===== config.mk =====
export PLATFORM = sky130hd
export DESIGN_NAME = dual_wheel_pi_speed_regulator_top
export DESIGN_NICKNAME = d
export VERILOG_FILES = /design/src/design/dwpi_pkg.sv /design/src/design/dwpi_chan.sv /design/src/design/dual_wheel_pi_speed_regulator_top.sv
export SDC_FILE = /design/constraint.sdc
export NUM_CORES = 1
export LEC_CHECK = 0
export BUFFER_PORTS_ARGS = -buffer_cell sky130_fd_sc_hd__buf_2
export CAP_MARGIN = 20
export CORE_UTILIZATION = 25
export CTS_BUF_LIST = sky130_fd_sc_hd__clkbuf_16
export DETAILED_ROUTE_END_ITERATION = 6
export SYNTH_ARGS = -nofsm -noshare
export SYNTH_HDL_FRONTEND = slang
export SYNTH_SLANG_ARGS = --single-unit

===== constraint.sdc =====
create_clock -name clk_i -period 6.3 [get_ports clk_i]
set_clock_uncertainty 0.1 [all_clocks]
set_input_delay 1.89 -clock clk_i [delete_from_list [all_inputs] [get_ports clk_i]]
set_output_delay 1.89 -clock clk_i [all_outputs]
set_load 0.1 [all_outputs]

===== src/design/dwpi_pkg.sv =====
package dwpi_pkg;

  // Field and datapath widths
  localparam int unsigned CNT_W    = 16;  // encoder count, target, gains, period
  localparam int unsigned MAXD_W   = 10;  // max_drive register
  localparam int unsigned ERR_W    = 25;  // target - (count << 8), signed .8
  localparam int unsigned INTEG_W  = 24;  // integral, signed Q8.16
  localparam int unsigned PROD_W   = 41;  // 25-bit signed times 16-bit unsigned
  localparam int unsigned INC_W    = PROD_W - 8;
  localparam int unsigned ACC_W    = 34;  // integral plus increment before clamp
  localparam int unsigned SUM_W    = 42;  // proportional plus integral term
  localparam int unsigned HI_W     = SUM_W - 16;
  localparam int unsigned IDX_W    = 3;
  localparam int unsigned MUL_STEPS = CNT_W;
  localparam int unsigned STEP_W   = $clog2(MUL_STEPS);

  // Integral clamp (35.0 in Q8.16) and ready window (5.0 in .8)
  localparam logic signed [ACC_W-1:0] INTEG_LIMIT = ACC_W'(35 * 65536);
  localparam logic signed [ERR_W-1:0] READY_LIMIT = ERR_W'(5 * 256);

  // Configuration register indexes
  localparam logic [IDX_W-1:0] REG_TOP_TARGET    = 3'd0;
  localparam logic [IDX_W-1:0] REG_BOTTOM_TARGET = 3'd1;
  localparam logic [IDX_W-1:0] REG_PROP_GAIN     = 3'd2;
  localparam logic [IDX_W-1:0] REG_INTEG_GAIN    = 3'd3;
  localparam logic [IDX_W-1:0] REG_PERIOD_FRAC   = 3'd4;
  localparam logic [IDX_W-1:0] REG_MAX_DRIVE     = 3'd5;

  // Sequencer states
  typedef enum logic [2:0] {
    ST_IDLE,
    ST_ERR,
    ST_MUL_PF,
    ST_INTEG,
    ST_MUL_KP,
    ST_PROP,
    ST_MUL_KI,
    ST_EMIT
  } dwpi_state_e;

  // Per-cycle commands from the sequencer to both wheel datapaths
  typedef struct packed {
    logic load_err;   // form error, start error * period_fraction
    logic mul_step;   // one shift-add step of the multiplier
    logic upd_integ;  // clamp and store integral, start error * prop_gain
    logic save_prop;  // keep proportional term, start integral * integ_gain
  } dwpi_ctrl_t;

endpackage


===== src/design/dwpi_chan.sv =====
module dwpi_chan
  import dwpi_pkg::*;
#(
  parameter int unsigned DRIVE_BITS = 10
) (
  input  logic                  clk_i,
  input  logic                  rst_ni,
  input  dwpi_ctrl_t            ctrl_i,
  input  logic [CNT_W-1:0]      target_i,
  input  logic [CNT_W-1:0]      count_i,
  input  logic [CNT_W-1:0]      period_frac_i,
  input  logic [CNT_W-1:0]      prop_gain_i,
  input  logic [CNT_W-1:0]      integ_gain_i,
  input  logic [DRIVE_BITS-1:0] lim_i,
  output logic [DRIVE_BITS-1:0] drive_o,
  output logic                  small_o
);

  logic signed [ERR_W-1:0]   err_d, err_q;
  logic        [PROD_W-1:0]  mcand_q, prod_q, prop_q;
  logic        [CNT_W-1:0]   mplier_q;
  logic signed [INTEG_W-1:0] integ_q, integ_d;
  logic signed [INC_W-1:0]   inc;
  logic signed [ACC_W-1:0]   acc;
  logic signed [SUM_W-1:0]   sum;
  logic        [HI_W-1:0]    hi;

  // Speed error in .8: target minus count shifted up by eight
  assign err_d = $signed({{(ERR_W-CNT_W){1'b0}}, target_i})
               - $signed({1'b0, count_i, 8'b0});

  // Floor the error * period product to .16 and add to the integral
  assign inc = $signed(prod_q[PROD_W-1:8]);
  assign acc = $signed({{(ACC_W-INTEG_W){integ_q[INTEG_W-1]}}, integ_q})
             + $signed({{(ACC_W-INC_W){inc[INC_W-1]}}, inc});

  // Clamp to +/-35
  always_comb begin
    if (acc > INTEG_LIMIT) begin
      integ_d = INTEG_LIMIT[INTEG_W-1:0];
    end else if (acc < -INTEG_LIMIT) begin
      integ_d = INTEG_W'(-INTEG_LIMIT);
    end else begin
      integ_d = acc[INTEG_W-1:0];
    end
  end

  // Integral state, held unless an enabled item updates it
  always_ff @(posedge clk_i or negedge rst_ni) begin
    if (!rst_ni) begin
      integ_q <= '0;
    end else if (ctrl_i.upd_integ) begin
      integ_q <= integ_d;
    end
  end

  // Shift-add multiplier: one multiplier bit per cycle, LSB first
  always_ff @(posedge clk_i) begin
    if (ctrl_i.load_err) begin
      err_q    <= err_d;
      mcand_q  <= {{(PROD_W-ERR_W){err_d[ERR_W-1]}}, err_d};
      mplier_q <= period_frac_i;
      prod_q   <= '0;
    end else if (ctrl_i.upd_integ) begin
      mcand_q  <= {{(PROD_W-ERR_W){err_q[ERR_W-1]}}, err_q};
      mplier_q <= prop_gain_i;
      prod_q   <= '0;
    end else if (ctrl_i.save_prop) begin
      prop_q   <= prod_q;
      mcand_q  <= {{(PROD_W-INTEG_W){integ_q[INTEG_W-1]}}, integ_q};
      mplier_q <= integ_gain_i;
      prod_q   <= '0;
    end else if (ctrl_i.mul_step) begin
      if (mplier_q[0]) begin
        prod_q <= prod_q + mcand_q;
      end
      mcand_q  <= mcand_q << 1;
      mplier_q <= mplier_q >> 1;
    end
  end

  // Drive: proportional term plus floored integral term, then clamp
  assign sum = $signed({prop_q[PROD_W-1], prop_q})
             + $signed({{(SUM_W-INC_W){prod_q[PROD_W-1]}}, prod_q[PROD_W-1:8]});
  assign hi  = sum[SUM_W-1:16];

  always_comb begin
    if (err_q[ERR_W-1] || sum[SUM_W-1] || (sum == '0)) begin
      drive_o = '0;
    end else if (hi > HI_W'(lim_i)) begin
      drive_o = lim_i;
    end else begin
      drive_o = hi[DRIVE_BITS-1:0];
    end
  end

  assign small_o = (err_q < READY_LIMIT) && (err_q > -READY_LIMIT);

endmodule


===== src/design/dual_wheel_pi_speed_regulator_top.sv =====
// Two-wheel PI speed regulator. Each request on the slave stream is one control
// period carrying both encoder counts and an enable bit; each produces exactly one
// result with both motor drives and a ready flag (both speed errors under five
// counts). Per wheel the error (target minus count, .8) times the period fraction
// is floored and added to an integral clamped to +/-35 (Q8.16); the drive is
// error*prop_gain plus floored integral*integ_gain, taken to an integer, forced to
// zero on negative error or a non-positive sum and limited to max_drive and the
// DRIVE_BITS range. A disabled request returns zero drives and ready low and
// leaves both integrals untouched. An enabled request runs three 16-step
// shift-add multiplications per wheel, one multiplier bit per cycle, with the two
// wheels running side by side. A new request is accepted only after the previous
// one has finished. The result sits in an output register, so the next request
// is accepted while it waits. Configuration is written through
// cfg_we_i/cfg_idx_i/cfg_wdata_i; the user must do so only while the block is
// idle, which the block itself does not enforce. Indexes above 5 are ignored.
module dual_wheel_pi_speed_regulator_top
  import dwpi_pkg::*;
#(
  parameter int unsigned DRIVE_BITS = 10
) (
  input  logic                clk_i,
  input  logic                rst_ni,
  // Configuration write port
  input  logic                cfg_we_i,
  input  logic [IDX_W-1:0]    cfg_idx_i,
  input  logic [CNT_W-1:0]    cfg_wdata_i,
  // Input stream
  input  logic                s_axis_tvalid,
  output logic                s_axis_tready,
  input  logic [39:0]         s_axis_tdata,  // top_count[15:0], bottom_count[31:16],
                                             // enable[32], zero fill
  // Result stream
  output logic                m_axis_tvalid,
  input  logic                m_axis_tready,
  output logic [((2*DRIVE_BITS+1+7)/8)*8-1:0] m_axis_tdata  // top_drive, bottom_drive,
                                                            // ready_res, zero fill
);

  localparam int unsigned OUT_W = ((2*DRIVE_BITS+1+7)/8)*8;
  localparam logic [CNT_W-1:0] DRIVE_CAP = CNT_W'((1 << DRIVE_BITS) - 1);
  localparam logic [STEP_W-1:0] STEP_LAST = STEP_W'(MUL_STEPS - 1);

  dwpi_state_e state_q, state_d;
  dwpi_ctrl_t  ctrl;
  logic [STEP_W-1:0] step_q, step_d;

  logic [CNT_W-1:0]  top_target_q, bot_target_q, prop_gain_q, integ_gain_q, period_q;
  logic [MAXD_W-1:0] max_drive_q;
  logic [CNT_W-1:0]  lim16;
  logic [DRIVE_BITS-1:0] lim;

  logic [CNT_W-1:0] top_cnt_q, bot_cnt_q;
  logic             en_q;

  logic [DRIVE_BITS-1:0] top_drive, bot_drive;
  logic                  top_small, bot_small;

  logic             out_valid_q;
  logic [OUT_W-1:0] out_data_q;
  logic             out_load;
  logic             in_acc;

  // Configuration registers
  always_ff @(posedge clk_i or negedge rst_ni) begin
    if (!rst_ni) begin
      top_target_q <= '0;
      bot_target_q <= '0;
      prop_gain_q  <= CNT_W'(256);
      integ_gain_q <= '0;
      period_q     <= CNT_W'(655);
      max_drive_q  <= MAXD_W'(1023);
    end else if (cfg_we_i) begin
      case (cfg_idx_i)
        REG_TOP_TARGET:    top_target_q <= cfg_wdata_i;
        REG_BOTTOM_TARGET: bot_target_q <= cfg_wdata_i;
        REG_PROP_GAIN:     prop_gain_q  <= cfg_wdata_i;
        REG_INTEG_GAIN:    integ_gain_q <= cfg_wdata_i;
        REG_PERIOD_FRAC:   period_q     <= cfg_wdata_i;
        REG_MAX_DRIVE:     max_drive_q  <= cfg_wdata_i[MAXD_W-1:0];
        default: ;
      endcase
    end
  end

  // Drive limit: the smaller of max_drive and the drive width
  assign lim16 = (CNT_W'(max_drive_q) < DRIVE_CAP) ? CNT_W'(max_drive_q) : DRIVE_CAP;
  assign lim   = lim16[DRIVE_BITS-1:0];

  assign in_acc = s_axis_tvalid && s_axis_tready;

  // Capture the request
  always_ff @(posedge clk_i) begin
    if (in_acc) begin
      top_cnt_q <= s_axis_tdata[15:0];
      bot_cnt_q <= s_axis_tdata[31:16];
    end
  end

  always_ff @(posedge clk_i or negedge rst_ni) begin
    if (!rst_ni) begin
      en_q <= 1'b0;
    end else if (in_acc) begin
      en_q <= s_axis_tdata[32];
    end
  end

  // Sequencer registers
  always_ff @(posedge clk_i or negedge rst_ni) begin
    if (!rst_ni) begin
      state_q <= ST_IDLE;
      step_q  <= '0;
    end else begin
      state_q <= state_d;
      step_q  <= step_d;
    end
  end

  // Next state and datapath commands
  always_comb begin
    state_d       = state_q;
    step_d        = '0;
    ctrl          = '0;
    s_axis_tready = 1'b0;
    out_load      = 1'b0;
    case (state_q)
      ST_IDLE: begin
        s_axis_tready = 1'b1;
        if (s_axis_tvalid) begin
          state_d = s_axis_tdata[32] ? ST_ERR : ST_EMIT;
        end
      end
      ST_ERR: begin
        ctrl.load_err = 1'b1;
        state_d       = ST_MUL_PF;
      end
      ST_MUL_PF, ST_MUL_KP, ST_MUL_KI: begin
        ctrl.mul_step = 1'b1;
        step_d        = step_q + STEP_W'(1);
        if (step_q == STEP_LAST) begin
          step_d = '0;
          case (state_q)
            ST_MUL_PF: state_d = ST_INTEG;
            ST_MUL_KP: state_d = ST_PROP;
            default:   state_d = ST_EMIT;
          endcase
        end
      end
      ST_INTEG: begin
        ctrl.upd_integ = 1'b1;
        state_d        = ST_MUL_KP;
      end
      ST_PROP: begin
        ctrl.save_prop = 1'b1;
        state_d        = ST_MUL_KI;
      end
      ST_EMIT: begin
        if (!out_valid_q || m_axis_tready) begin
          out_load = 1'b1;
          state_d  = ST_IDLE;
        end
      end
      default: state_d = ST_IDLE;
    endcase
  end

  dwpi_chan #(.DRIVE_BITS(DRIVE_BITS)) u_top_chan (
    .clk_i         (clk_i),
    .rst_ni        (rst_ni),
    .ctrl_i        (ctrl),
    .target_i      (top_target_q),
    .count_i       (top_cnt_q),
    .period_frac_i (period_q),
    .prop_gain_i   (prop_gain_q),
    .integ_gain_i  (integ_gain_q),
    .lim_i         (lim),
    .drive_o       (top_drive),
    .small_o       (top_small)
  );

  dwpi_chan #(.DRIVE_BITS(DRIVE_BITS)) u_bot_chan (
    .clk_i         (clk_i),
    .rst_ni        (rst_ni),
    .ctrl_i        (ctrl),
    .target_i      (bot_target_q),
    .count_i       (bot_cnt_q),
    .period_frac_i (period_q),
    .prop_gain_i   (prop_gain_q),
    .integ_gain_i  (integ_gain_q),
    .lim_i         (lim),
    .drive_o       (bot_drive),
    .small_o       (bot_small)
  );

  // Output register; zero everything for a disabled request
  always_ff @(posedge clk_i or negedge rst_ni) begin
    if (!rst_ni) begin
      out_valid_q <= 1'b0;
    end else if (out_load) begin
      out_valid_q <= 1'b1;
    end else if (m_axis_tready) begin
      out_valid_q <= 1'b0;
    end
  end

  always_ff @(posedge clk_i) begin
    if (out_load) begin
      if (en_q) begin
        out_data_q <= OUT_W'({top_small && bot_small, bot_drive, top_drive});
      end else begin
        out_data_q <= '0;
      end
    end
  end

  assign m_axis_tvalid = out_valid_q;
  assign m_axis_tdata  = out_data_q;

`ifndef SYNTHESIS
  // An accepted request always leaves idle
  a_accept_busy: assert property (@(posedge clk_i) disable iff (!rst_ni)
    in_acc |=> state_q != ST_IDLE)
    else $error("sequencer stayed idle after accepting a request");

  // Step counter only runs inside the multiply phases
  a_step_idle: assert property (@(posedge clk_i) disable iff (!rst_ni)
    (state_q != ST_MUL_PF && state_q != ST_MUL_KP && state_q != ST_MUL_KI)
      |-> step_q == '0)
    else $error("multiplier step counter nonzero outside multiply");

  // A disabled request yields an all-zero result
  a_disabled_zero: assert property (@(posedge clk_i) disable iff (!rst_ni)
    out_load && !en_q |=> m_axis_tvalid && (m_axis_tdata == '0))
    else $error("disabled request produced nonzero result");

  // A result is never loaded over one that has not been taken
  a_no_overwrite: assert property (@(posedge clk_i) disable iff (!rst_ni)
    out_load |-> !out_valid_q || m_axis_tready)
    else $error("result register overwritten while still pending");
`endif

endmodule


==> results.json <==
{
  "post-cts-setup-buffers": 0,
  "dieWidth_um": 370.5,
  "cts_made_buffers": 56,
  "syn_avg_cell_area_um2": 9.258,
  "clk_path_buf_depth": 3,
  "grt_pass1_vias": 26200,
  "dr.pass1.iters": 5,
  "fin_crit_sh_pct": 85.73,
  "hold_violations": 0,
  "ys_ff_latch": 512,
  "die_y_um": 370.5,
  "start_kind": "register",
  "vias_per_cell": 5.007,
  "finalCoreUtilization_pct": 28.40,
  "hold_depth": 0,
  "die-area_mm2": 0.1372,
  "overflow": 0,
  "globalRouteTotalUtil_pct": 13.53,
  "fin_area_mm2": 0.03809,
  "num-fill-cells": 14180,
  "crit_start": "u_bot_chan.prod_q[8]$_SDFFE_PP0P_",
  "hold_start": "bot_target_q[7]$_DFFE_PN0P_",
  "via_count": 27500,
  "p_leak_nw": 15.55,
  "multiInputGateArea_mm2": 0.01917,
  "hpwl_um": 72180,
  "cp_top_family": "compound AO/OA/AOI/OAI gates",
  "yosys_warnings": 0,
  "insertion_delay_ns": 0.64,
  "setup_tns_ns": 0,
  "antennaDiodeCount": 0,
  "ff_latch_area_mm2": 0.01384,
  "cts_resized": 0,
  "status": "finished, final reports clean",
  "drc": 0,
  "antenna_found_initial": 9,
  "p_per_area_mw_per_mm2": 541.2,
  "routed_wl_um": 95580,
  "drt_iter0_drc": 1845,
  "whs_ns": 0.3683,
  "cts_tree": "yes",
  "finalCriticalPeriod_ns": 5.401,
  "dp_slack_ns": 0.8962,
  "clock-root-buffer": "clkbuf_16",
  "drive_above_1_share_pct": 9.450,
  "place.port_buffers": 79,
  "ys_async_sr_fraction_pct": 28.71,
  "reg2reg_depth": 24,
  "cts_hold_buf": 0,
  "setup_viol": 0,
  "initial_core_util_pct": 25.31,
  "rsz0062_at_grt": "no",
  "postRouteAntennaNets": 0,
  "syn_to_final_growth_pct": 12.23,
  "synth-main-ff-cell": "edfxtp_1",
  "slew_headroom_pct": 28.44,
  "drv_cap": 0,
  "num_rows": 134,
  "crit_type": "reg -> reg",
  "ir_drop_uv": 283.8,
  "grt_pass1_wl_um": 149000,
  "crit_cells": 24,
  "timing.rr.start": "u_bot_chan.prod_q[8]$_SDFFE_PP0P_",
  "gp_congestion": 0.8753,
  "setup_ws_ns": 0.8989,
  "syn_area_mm2": 0.03394,
  "grt_max_degree": 90,
  "synth-edff-count": 283,
  "crit_chain": "ha_1 > fa_1 > a211o_2 > a21oi_1 > a211oi_1 > nor4b_1 > buf_4 > o31ai_1 > nand3_1 > nand2_1 > xnor2_1 > ha_1 > nor2b_1 > o21a_1 > o21ai_0 > nand2b_1 > a21oi_1 > nor2b_1 > o21ai_0 > a21oi_1 > o31ai_1 > nor2_1 > a221oi_4 > o21ai_0",
  "hold_class": "reg -> reg",
  "cts.sinks": 512,
  "placed_area_mm2": 0.03624,
  "crit_buf_inv": 1,
  "synthCells": 3666,
  "fmax_mhz": 185.1,
  "slowest_stage": "fa_1",
  "slew_violations": 0,
  "crit_arrival_ns": 5.66,
  "tightest_slew_ns": 1.064,
  "slowest_delay_ns": 0.44,
  "cts_max_level": 2,
  "coreArea_mm2": 0.1341,
  "final_nets": 4016,
  "ys_types": 95,
  "worstPathRequired_ns": 6.56,
  "ys_seq_area_share_pct": 40.77,
  "io_pins": 90,
  "clk_pin_slew_ns": 0.06,
  "wl_per_cell_um": 17.40,
  "path_max_fanout": 10,
  "cp-end-kind": "register"
}
## final cells by class
class,count,area share (%)
repair buffers,110,1.678
inverters,106,1.058
clock inverters,46,1.002
flip-flops and latches,512,36.33
well taps,1768,5.807
multi-input cells,2893,50.32
clock buffers,58,3.810
## synthesized netlist by cell type, drive strengths merged, types with 61 or more instances
| cell type | count | area, um^2 |
|---|---|---|
| dfrtp | 130 | 3253 |
| xnor2 | 110 | 963.4 |
| a21oi | 417 | 2087 |
| o21ai | 299 | 1526 |
| xor2 | 79 | 691.9 |
| a21o | 141 | 1060 |
| mux2 | 88 | 991.0 |
| clkbuf | 134 | 503.0 |
| nand4 | 61 | 381.6 |
| nand3 | 75 | 380.4 |
| inv | 105 | 394.1 |
| nand2 | 459 | 1723 |
| ha | 265 | 3316 |
| nor2 | 214 | 803.3 |
| edfxtp | 283 | 8498 |
| dfxtp | 82 | 1642 |
## metal layers
| layer | global-route usage [%] | vias to the layer above | routed length (um) |
|---|---|---|---|
| li1 | - | 13670 | - |
| met1 | 19.32 | 13070 | 46580 |
| met2 | 21.57 | 668 | 42350 |
| met3 | 1.689 | 88 | 4928 |
| met4 | 3.118 | 2 | 1707 |
| met5 | 0 | - | 8 |
## per-stage QoR
stage          power [mW]  cells
4_1_cts             20.63   5491
3_5_place_dp        17.23   5387
3_3_place_gp        17.07   5386
5_1_grt             22.24   5493
6_report            20.61   5493
2_1_floorplan       14.36   3668
## state kept, by name, indices dropped and copies added, names as in the netlist, 21 cells and up
| register | cells |
|---|---|
| u_bot_chan.prod_q | 41 |
| m_axis_tdata | 21 |
| u_top_chan.mcand_q | 41 |
| u_top_chan.prod_q | 41 |
| u_bot_chan.integ_q | 24 |
| u_bot_chan.mcand_q | 41 |
| u_top_chan.prop_q | 41 |
| u_top_chan.integ_q | 24 |
| u_bot_chan.prop_q | 41 |
| u_bot_chan.err_q | 25 |
| u_top_chan.err_q | 25 |
## worst paths after layout
check | to | slack, ns
min | u_bot_chan.err_q[7]$_DFFE_PP_ | 0.37
min reg2reg | u_bot_chan.err_q[7]$_DFFE_PP_ | 0.37
max | m_axis_tdata[18]$_SDFFCE_PP0P_ | 0.90
min in group asynchronous | period_q[12]$_DFFE_PN0P_ | 1.06
max in group asynchronous | u_bot_chan.integ_q[13]$_DFFE_PN0P_ | 3.81
max reg2reg | m_axis_tdata[18]$_SDFFCE_PP0P_ | 0.90
## power by group
part           switching (mW)  internal (mW)
registers                1.13           4.92
logic                    6.82           4.42
clock network            1.44           1.88
## cells in the final DEF, fill, tap and decap left out, types with 27 or more instances in the layout
master     netlist  final
a211oi_1        42     42
a21o_1         140    140
a21oi_1        417    416
a31oi_1         36     36
and3_1          31     31
buf_2            3     78
buf_4            5     30
clkbuf_16        0     58
dfrtp_1        130    130
dfxtp_1         82     82
edfxtp_1       283    283
ha_1           265    265
inv_1          105    118
mux2_2          88     88
nand2_1        459    457
nand2b_1        41     41
nand3_1         74     73
nand4_1         61     61
nor2_1         214    212
nor2b_1         47     46
nor3_1          49     47
nor4_1          28     28
o21a_1          36     36
o21ai_0        274    272
o21bai_1        27     27
xnor2_1        110    110
xor2_1          79     79
## kinds of logic after synthesis
family          synth area share, %
buf+inv                       2.975
mux                           3.332
fa+ha+maj                     10.24
xor+xnor                      4.877
other cells                 0.01105
compound gates                22.03
simple gates                  15.76
flops                         40.77
No activity file was read; power rests on OpenSTA's default activity.
